--- src/design/hsl_to_rgb_converter_defines.svh ---
`ifndef HSL_TO_RGB_CONVERTER_DEFINES_SVH
`define HSL_TO_RGB_CONVERTER_DEFINES_SVH

// same-cycle implication, checked outside reset
`define HSL_ASSERT_NOW(label, clk, rst, ante, cons) \
  label: assert property (@(posedge clk) disable iff (rst) (ante) |-> (cons)) \
    else $error("hsl_to_rgb_converter: check failed");

// next-cycle implication, checked outside reset
`define HSL_ASSERT_NEXT(label, clk, rst, ante, cons) \
  label: assert property (@(posedge clk) disable iff (rst) (ante) |=> (cons)) \
    else $error("hsl_to_rgb_converter: check failed");

`endif

--- src/design/hsl_pkg.sv ---
package hsl_pkg;

  localparam int FRAC_BITS  = 16;
  localparam int HUE_W      = 16;
  localparam int SAT_W      = 17;
  localparam int FIX_W      = FRAC_BITS + 1;
  localparam int WIDE_W     = FRAC_BITS + 2;
  localparam int T6_W       = FRAC_BITS + 3;
  localparam int PROD_W     = 2 * FIX_W;
  localparam int BYTE_W     = 8;
  localparam int ARGB_W     = 32;
  localparam int NUM_STAGES = 5;

  localparam logic [FIX_W-1:0]  ONE      = FIX_W'(1) << FRAC_BITS;
  localparam logic [WIDE_W-1:0] ONE_W    = WIDE_W'(1) << FRAC_BITS;
  localparam logic [T6_W-1:0]   ONE_T6   = T6_W'(1) << FRAC_BITS;
  localparam logic [T6_W-1:0]   FOUR_ONE = T6_W'(4) << FRAC_BITS;
  localparam logic [FRAC_BITS-1:0] THIRD = FRAC_BITS'((2 * (1 << FRAC_BITS) + 3) / 6);

  localparam logic [FRAC_BITS-1:0] OFS_RED   = THIRD;
  localparam logic [FRAC_BITS-1:0] OFS_GREEN = '0;
  localparam logic [FRAC_BITS-1:0] OFS_BLUE  = FRAC_BITS'((1 << FRAC_BITS) - int'(THIRD));

  localparam logic [BYTE_W-1:0] ALPHA_OPAQUE = 8'hFF;
  localparam logic [BYTE_W+1:0] BYTE_MAX     = 10'd255;

  typedef logic [FIX_W-1:0]     fix_t;
  typedef logic [FRAC_BITS-1:0] frac_t;
  typedef logic [BYTE_W-1:0]    byte_t;

  typedef enum logic [1:0] {
    RAMP_UP   = 2'd0,
    RAMP_TOP  = 2'd1,
    RAMP_DOWN = 2'd2,
    RAMP_LOW  = 2'd3
  } ramp_mode_t;

  typedef struct packed {
    logic [NUM_STAGES-1:0] load;
  } pipe_ctrl_t;

endpackage

--- src/design/hsl_in_if.sv ---
interface hsl_in_if;
  import hsl_pkg::*;

  logic             valid;
  logic             ready;
  logic [HUE_W-1:0] hue;
  logic [SAT_W-1:0] saturation;
  logic [SAT_W-1:0] lightness;

  modport source (output valid, hue, saturation, lightness, input ready);
  modport sink   (input valid, hue, saturation, lightness, output ready);
endinterface

--- src/design/hsl_out_if.sv ---
interface hsl_out_if;
  import hsl_pkg::*;

  logic              valid;
  logic              ready;
  logic [BYTE_W-1:0] red;
  logic [BYTE_W-1:0] green;
  logic [BYTE_W-1:0] blue;
  logic [ARGB_W-1:0] packed_argb;

  modport source (output valid, red, green, blue, packed_argb, input ready);
  modport sink   (input valid, red, green, blue, packed_argb, output ready);
endinterface

--- src/design/hsl_to_rgb_converter.sv ---
// HSL to RGB colour converter.
// hsl: input channel, one word per pixel carrying hue (fraction of a turn),
//      saturation and lightness (Q1.16, values above one are clamped).
// rgb: output channel, one word per pixel carrying red, green and blue bytes
//      and the opaque ARGB word built from them.
// Both channels use valid/ready; a word moves when both are high.
// The five register stages are clamp and l*s product, q/p, hue ramp
//   select, ramp product and byte scaling.
// Throughput: one pixel per clock while rgb.ready is high.
// Each stage holds its own valid bit and loads whenever it is empty or the
//   stage after it loads, so a stalled receiver holds the result in the
//   output register while earlier stages keep filling any empty slots;
//   hsl.ready falls only once all five stages are full.
// Reset clears all valid bits; the pipeline is empty and ready afterwards.
module hsl_to_rgb_converter (
  input logic      clk,
  input logic      rst,
  hsl_in_if.sink   hsl,
  hsl_out_if.source rgb
);
  import hsl_pkg::*;

  `include "hsl_to_rgb_converter_defines.svh"

  logic [NUM_STAGES-1:0] stage_valid;
  logic [NUM_STAGES-1:0] adv;
  pipe_ctrl_t            ctrl;
  frac_t                 h2;
  fix_t                  p2;
  fix_t                  q2;
  fix_t                  d2;
  byte_t                 red;
  byte_t                 green;
  byte_t                 blue;

  always_comb begin
    adv[NUM_STAGES-1] = !stage_valid[NUM_STAGES-1] || rgb.ready;
    for (int k = NUM_STAGES - 2; k >= 0; k--) begin
      adv[k] = !stage_valid[k] || adv[k+1];
    end
    ctrl.load = adv;
  end

  always_ff @(posedge clk) begin
    if (rst) begin
      stage_valid <= '0;
    end else begin
      if (adv[0]) begin
        stage_valid[0] <= hsl.valid;
      end
      for (int k = 1; k < NUM_STAGES; k++) begin
        if (adv[k]) begin
          stage_valid[k] <= stage_valid[k-1];
        end
      end
    end
  end

  assign hsl.ready = adv[0];

  hsl_front u_front (
    .clk        (clk),
    .ctrl       (ctrl),
    .hue        (hsl.hue),
    .saturation (hsl.saturation),
    .lightness  (hsl.lightness),
    .h          (h2),
    .p          (p2),
    .q          (q2),
    .d          (d2)
  );

  hsl_chan u_red (
    .clk    (clk),
    .ctrl   (ctrl),
    .offset (OFS_RED),
    .h      (h2),
    .p      (p2),
    .q      (q2),
    .d      (d2),
    .level  (red)
  );

  hsl_chan u_green (
    .clk    (clk),
    .ctrl   (ctrl),
    .offset (OFS_GREEN),
    .h      (h2),
    .p      (p2),
    .q      (q2),
    .d      (d2),
    .level  (green)
  );

  hsl_chan u_blue (
    .clk    (clk),
    .ctrl   (ctrl),
    .offset (OFS_BLUE),
    .h      (h2),
    .p      (p2),
    .q      (q2),
    .d      (d2),
    .level  (blue)
  );

  assign rgb.valid       = stage_valid[NUM_STAGES-1];
  assign rgb.red         = red;
  assign rgb.green       = green;
  assign rgb.blue        = blue;
  assign rgb.packed_argb = {ALPHA_OPAQUE, red, green, blue};

  `HSL_ASSERT_NOW(a_empty_after_reset, clk, rst, $past(rst), stage_valid == '0)
  `HSL_ASSERT_NEXT(a_middle_word_held, clk, rst, stage_valid[2] && !adv[3], stage_valid[2])
  `HSL_ASSERT_NOW(a_ready_when_empty, clk, rst, !stage_valid[0], hsl.ready)

endmodule

--- src/design/hsl_front.sv ---
module hsl_front (
  input  logic                               clk,
  input  hsl_pkg::pipe_ctrl_t                ctrl,
  input  logic [hsl_pkg::HUE_W-1:0]          hue,
  input  logic [hsl_pkg::SAT_W-1:0]          saturation,
  input  logic [hsl_pkg::SAT_W-1:0]          lightness,
  output hsl_pkg::frac_t                     h,
  output hsl_pkg::fix_t                      p,
  output hsl_pkg::fix_t                      q,
  output hsl_pkg::fix_t                      d
);
  import hsl_pkg::*;

  fix_t               s_clamp;
  fix_t               l_clamp;
  logic [PROD_W-1:0]  ls_prod;
  frac_t              h1;
  fix_t               s1;
  fix_t               l1;
  fix_t               m1;
  logic [WIDE_W-1:0]  two_l;
  logic [WIDE_W-1:0]  q_lo;
  logic [WIDE_W-1:0]  q_hi;
  logic [WIDE_W-1:0]  q_wide;
  fix_t               q_next;
  fix_t               p_next;
  fix_t               d_next;

  always_comb begin
    s_clamp = (saturation > SAT_W'(ONE)) ? ONE : FIX_W'(saturation);
    l_clamp = (lightness > SAT_W'(ONE)) ? ONE : FIX_W'(lightness);
    ls_prod = PROD_W'(s_clamp) * PROD_W'(l_clamp);
  end

  always_ff @(posedge clk) begin
    if (ctrl.load[0]) begin
      h1 <= hue[FRAC_BITS-1:0];
      s1 <= s_clamp;
      l1 <= l_clamp;
      m1 <= ls_prod[FRAC_BITS +: FIX_W];
    end
  end

  always_comb begin
    two_l  = {l1, 1'b0};
    q_lo   = WIDE_W'(l1) + WIDE_W'(m1);
    q_hi   = WIDE_W'(l1) + WIDE_W'(s1) - WIDE_W'(m1);
    q_wide = (two_l < ONE_W) ? q_lo : q_hi;
    q_next = q_wide[FIX_W-1:0];
    p_next = (two_l > q_wide) ? FIX_W'(two_l - q_wide) : '0;
    d_next = (q_next > p_next) ? q_next - p_next : '0;
  end

  always_ff @(posedge clk) begin
    if (ctrl.load[1]) begin
      h <= h1;
      q <= q_next;
      p <= p_next;
      d <= d_next;
    end
  end

endmodule

--- src/design/hsl_chan.sv ---
module hsl_chan (
  input  logic                clk,
  input  hsl_pkg::pipe_ctrl_t ctrl,
  input  hsl_pkg::frac_t      offset,
  input  hsl_pkg::frac_t      h,
  input  hsl_pkg::fix_t       p,
  input  hsl_pkg::fix_t       q,
  input  hsl_pkg::fix_t       d,
  output hsl_pkg::byte_t      level
);
  import hsl_pkg::*;

  frac_t               t;
  logic [T6_W-1:0]     t6;
  logic [WIDE_W-1:0]   t3;
  ramp_mode_t          mode_next;
  fix_t                f_next;
  ramp_mode_t          mode3;
  fix_t                f3;
  fix_t                p3;
  fix_t                q3;
  fix_t                d3;
  ramp_mode_t          mode4;
  logic [PROD_W-1:0]   prod4;
  fix_t                p4;
  fix_t                q4;
  logic [WIDE_W-1:0]   v;
  logic [WIDE_W+7:0]   scaled;
  logic [BYTE_W+1:0]   top;
  byte_t               level_next;

  always_comb begin
    t  = h + offset;
    t3 = {2'b00, t} + {1'b0, t, 1'b0};
    t6 = {t3, 1'b0};
    if (t6 < ONE_T6) begin
      mode_next = RAMP_UP;
      f_next    = t6[FIX_W-1:0];
    end else if (!t[FRAC_BITS-1]) begin
      mode_next = RAMP_TOP;
      f_next    = '0;
    end else if (t3 < {ONE_W[WIDE_W-2:0], 1'b0}) begin
      mode_next = RAMP_DOWN;
      f_next    = FIX_W'(FOUR_ONE - t6);
    end else begin
      mode_next = RAMP_LOW;
      f_next    = '0;
    end
  end

  always_ff @(posedge clk) begin
    if (ctrl.load[2]) begin
      mode3 <= mode_next;
      f3    <= f_next;
      p3    <= p;
      q3    <= q;
      d3    <= d;
    end
  end

  always_ff @(posedge clk) begin
    if (ctrl.load[3]) begin
      mode4 <= mode3;
      prod4 <= PROD_W'(d3) * PROD_W'(f3);
      p4    <= p3;
      q4    <= q3;
    end
  end

  always_comb begin
    case (mode4)
      RAMP_UP, RAMP_DOWN: v = WIDE_W'(p4) + WIDE_W'(prod4[FRAC_BITS +: FIX_W]);
      RAMP_TOP:           v = WIDE_W'(q4);
      RAMP_LOW:           v = WIDE_W'(p4);
      default:            v = WIDE_W'(p4);
    endcase
    scaled     = {v, 8'h00} - (WIDE_W + 8)'(v);
    top        = scaled[FRAC_BITS +: BYTE_W + 2];
    level_next = (top > BYTE_MAX) ? ALPHA_OPAQUE : top[BYTE_W-1:0];
  end

  always_ff @(posedge clk) begin
    if (ctrl.load[4]) begin
      level <= level_next;
    end
  end

endmodule

--- src/flat_wrapper.sv ---
// flat-port wrapper written by rule: the top's interface ports become plain ports
module hsl_to_rgb_converter_flat import hsl_pkg::*;
  (clk, rst, hsl_valid, hsl_hue, hsl_saturation, hsl_lightness, hsl_ready, rgb_valid, rgb_red, rgb_green, rgb_blue, rgb_packed_argb, rgb_ready);
  hsl_in_if hsl_i ();
  hsl_out_if rgb_i ();
  input logic clk;
  input logic rst;
  input wire logic [$bits(hsl_i.valid)-1:0] hsl_valid;
  input wire logic [$bits(hsl_i.hue)-1:0] hsl_hue;
  input wire logic [$bits(hsl_i.saturation)-1:0] hsl_saturation;
  input wire logic [$bits(hsl_i.lightness)-1:0] hsl_lightness;
  output wire logic [$bits(hsl_i.ready)-1:0] hsl_ready;
  output wire logic [$bits(rgb_i.valid)-1:0] rgb_valid;
  output wire logic [$bits(rgb_i.red)-1:0] rgb_red;
  output wire logic [$bits(rgb_i.green)-1:0] rgb_green;
  output wire logic [$bits(rgb_i.blue)-1:0] rgb_blue;
  output wire logic [$bits(rgb_i.packed_argb)-1:0] rgb_packed_argb;
  input wire logic [$bits(rgb_i.ready)-1:0] rgb_ready;
  assign hsl_i.valid = hsl_valid;
  assign hsl_i.hue = hsl_hue;
  assign hsl_i.saturation = hsl_saturation;
  assign hsl_i.lightness = hsl_lightness;
  assign hsl_ready = hsl_i.ready;
  assign rgb_valid = rgb_i.valid;
  assign rgb_red = rgb_i.red;
  assign rgb_green = rgb_i.green;
  assign rgb_blue = rgb_i.blue;
  assign rgb_packed_argb = rgb_i.packed_argb;
  assign rgb_i.ready = rgb_ready;
  hsl_to_rgb_converter u_core (.clk(clk), .rst(rst), .hsl(hsl_i), .rgb(rgb_i));
endmodule
--- config.mk ---
export PLATFORM = sky130hd
export DESIGN_NAME = hsl_to_rgb_converter_flat
export DESIGN_NICKNAME = d
export VERILOG_FILES = /design/src/design/hsl_pkg.sv /design/src/design/hsl_in_if.sv /design/src/design/hsl_out_if.sv /design/src/design/hsl_to_rgb_converter.sv /design/src/design/hsl_front.sv /design/src/design/hsl_chan.sv /design/src/flat_wrapper.sv
export VERILOG_INCLUDE_DIRS = /design/src /design/src/design
export SDC_FILE = /design/constraint.sdc
export NUM_CORES = 2
export LEC_CHECK = 0
export BUFFER_PORTS_ARGS = -buffer_cell sky130_fd_sc_hd__buf_2
export CORE_MARGIN = 4
export CORE_UTILIZATION = 60
export CTS_CLUSTER_DIAMETER = 150
export DETAILED_ROUTE_END_ITERATION = 10
export PLACE_DENSITY = 0.77
export RECOVER_POWER = 100
export SYNTH_ARGS = -nofsm -noshare
export SYNTH_HDL_FRONTEND = slang
export SYNTH_SLANG_ARGS = --single-unit
--- constraint.sdc ---
create_clock -name clk -period 14.44 [get_ports clk]
set_clock_uncertainty 0.15 [all_clocks]
set_input_delay 0.722 -clock clk [delete_from_list [all_inputs] [get_ports clk]]
set_output_delay 0.722 -clock clk [all_outputs]
set_load 0.01 [all_outputs]
==> impl_results.md <==
* Required time of the critical path at 14600 ps
* Drt wl/cell at 19.2 um
* IO Pins at 112
* Total CTS buffers at 42
* Netlist cell types at 100
* Via density at 5.77
* Post-CTS resize count at 0
* Cell family with most CP delay: compound AO/OA/AOI/OAI gates
* Peak supply drop at 0.000266 V
* Slew HR at -176%
* Total Power at about 13 mW
* CP max-delay cell: o21ai_0
* CTS tree: built
* Leak Pwr at 29.9 nW
* Max-slew violations at between 300 and 400
* Layout area overhead at 4.40%
* Fin. Hold Viols at 0
* Root Buffer: clkbuf_16
* FMAX at 104 MHz
* Setup Fix Bufs, Post-CTS at 0
* Min Hold Slack at between 150 and 200 ps
* Status: finished, violations left
* # hold bufs at CTS at 0
* Yosys reg bits at between 300 and 400
* Synth Area in Compound Gates at under 10%
* Worst-path clk slew at 60 ps
* Final net count at 7932
* H-tree levels at 2
* Sequential-to-total area share from yosys stat at 18.1%
* Clock Sinks at around 360
* Max capacitance violation total at 8
* Worst path bufs/invs at 5
* CP Capture Type: register
* Final Setup Violations at 0
* Synth Area in Simple Gates at around 15%
* Main combinational cell family by area after synthesis: adder cells
* Fin crit period at 9570 ps
* Largest net degree at the start of global routing at 78
* CORE AREA at 0.0983 mm2
* Syn Inst Count at 6404
* Crit path largest cell delay at 780 ps
* Startpoint Class: register
* GR Overflow Total at 0
* DIE HEIGHT at 322 um
* First-pass GRT wire length at 239000 um
* Post-synth EDFFs at 354
* Main synth FF type: edfxtp_1
* # rows at around 120
* YS warnings at 0
* Setup TNS Final at 0 ps
* Drt drc at 0
* Unrepaired setup endpoints after global routing: no
* Critical path class: reg -> reg
* Detailed Place HPWL at 115000 um
* Skew-Pair Late Insertion Delay at 610 ps
* Xor and xnor area share after synthesis at ~3.4%
* Final critical-path share of the clock period at 66.3%
* Critical path peak fanout at 32
* Hold Path Class: in -> reg
* Multiplexer area fraction after synthesis at around 1.3%
* Most common cell after layout, fill and taps aside: inv_1
* Die footprint at 0.104 mm2
* Port bufs at 103
* Failing checks: max-capacitance violations, max-slew violations
* GR Util All Layers at 29.0%
* DP Cell Count at 7592
* Final core utilization at 63.0%
* Fraction of layout cells with a size suffix above 1 at 3.35%
* Slew @ Worst Pin at a little over 4000 ps
* Placer Congestion at roughly 0.95
* Async set-reset flop share out of synthesis at 0%
* Synth Area in Adders at a little over two fifths
* CTS Buffer Depth at 3
* Initial antenna violation count at 2
* Via count at about 44000
* Worst EP arrival at 9730 ps
* First-pass DRT Iterations at 6
* Die W at 322 um
* Initial core utilization at 60.3%
* Finished Layout Cells at 7671
* Post-detailed-route count of antenna-violating nets at 0
* Post-synthesis average cell area at slightly above 9 um2
* Drt total wl at between 100000 and 150000 um
* Power per cell area at 217 mW/mm2
* Vias in the first global route at 46173
* Post-Syn Area at 0.0593 mm2
* Iter 0 DRT Violations at roughly 2900
* Highest-count cells in the layout ignoring fill and taps: inv_1 (1245), fa_1 (865), nand2_1 (840), ha_1 (664), edfxtp_1 (354)
power by group:
part | leakage (nW) | internal [mW] | switching [mW]
clock network | 0.683 | 0.604 | 0.470
logic | 25.2 | 3.96 | 6.13
registers | 4.01 | 1.82 | 0.460
total | 29.9 | 6.38 | 7.06
stage by stage:
| stage | instance area (um2) | setup slack (ps) |
|---|---|---|
| global route | 61900 | 4160 |
| global placement | 60700 | 5540 |
| floorplan | 59300 | 6490 |
| finish | 61900 | 4870 |
| CTS | 62200 | 5680 |
| detailed placement | 60700 | 5420 |
final timing paths:
| path | startpoint | to | slack, ps | depth (start not counted) |
|---|---|---|---|---|
| worst max-delay path | u_core.u_front.l1[1]$_DFFE_PP_ | u_core.u_front.d[3]$_SDFFCE_PP0P_ | 4870 | 36 |
| worst min-delay path | hsl_hue[10] | u_core.u_front.h1[10]$_DFFE_PP_ | 150 | 1 |
| worst max register to register | u_core.u_front.l1[1]$_DFFE_PP_ | u_core.u_front.d[3]$_SDFFCE_PP0P_ | 4870 | 36 |
| worst min register to register | u_core.u_front.d[1]$_SDFFCE_PP0P_ | u_core.u_red.d3[1]$_DFFE_PP_ | 250 | 0 |
cell families (layout without fill, tap and decap cells):
family                     Yosys count  after routing
muxes                               76             76
and+or+nand+nor                   1936           1936
AOI/OAI and AO/OA                  754            754
buffers and inverters             1517           1488
adders and majority gates         1529           1529
xor gates and xnor gates           232            232
DFF                                359            359
other                                1             10
state kept, by name, indices dropped and copies added, names as in the netlist, 5 cells and up:
register,count
u_core.u_front.s1,17
u_core.u_front.p,17
u_core.u_front.l1,17
u_core.u_red.q4,17
u_core.u_front.h,16
u_core.u_green.level,8
u_core.u_red.level,8
u_core.u_red.p4,17
u_core.u_green.f3,16
u_core.u_red.p3,17
u_core.u_blue.f3,16
u_core.u_front.m1,17
u_core.u_red.d3,17
u_core.u_red.f3,16
u_core.u_front.h1,16
u_core.u_red.prod4,17
u_core.u_blue.level,8
u_core.stage_valid,5
u_core.u_blue.prod4,17
u_core.u_green.prod4,17
u_core.u_front.d,17
u_core.u_red.q3,17
u_core.u_front.q,17
synth_stat cells (12+ instances only):
cell type	n	area (um2)
buf_1	18	67.6
o21bai_1	28	210
nor3b_1	17	128
nand3_1	54	270
buf_4	33	248
a31oi_1	29	181
a21oi_1	173	866
or3_1	20	125
o21ai_0	115	576
fa_1	865	17300
xnor2_1	171	1500
o21ai_1	31	155
and3_1	38	238
mux2i_1	53	531
nor2b_1	30	188
xor2_1	61	534
a211oi_1	41	308
nor2_1	341	1280
nand2_1	841	3160
o211ai_1	27	203
a211o_1	12	105
o22ai_1	19	119
inv_1	1246	4680
o21a_1	47	353
a21o_1	88	661
and2_1	364	2280
mux2_2	22	248
o31ai_1	16	120
a2111oi_0	14	123
clkbuf_1	200	751
edfxtp_1	354	10600
ha_1	664	8310
nand4_1	32	200
nor4_1	19	119
nor3_1	69	345
nand2b_1	51	319
layout make-up:
cell class                 count  area (um2)
antenna                        1        2.50
clock buffer                  44        1060
clock inverter                34         360
fill                        7991       36400
inverter                    1257        4720
multi-input combinational   4536       42600
sequential                   359       10700
tap                         1287        1610
timing repair buffer         153         792
per-layer routing:
metal / GRT usage [%] / part of all wire (%)
met1: 37.3 / 40
met4: 11.6 / 4.5
met2: 48.8 / 47
met5: 0 / 0.0061
met3: 5.41 / 8.6
Note: power is estimated with default switching activity, not from simulation.
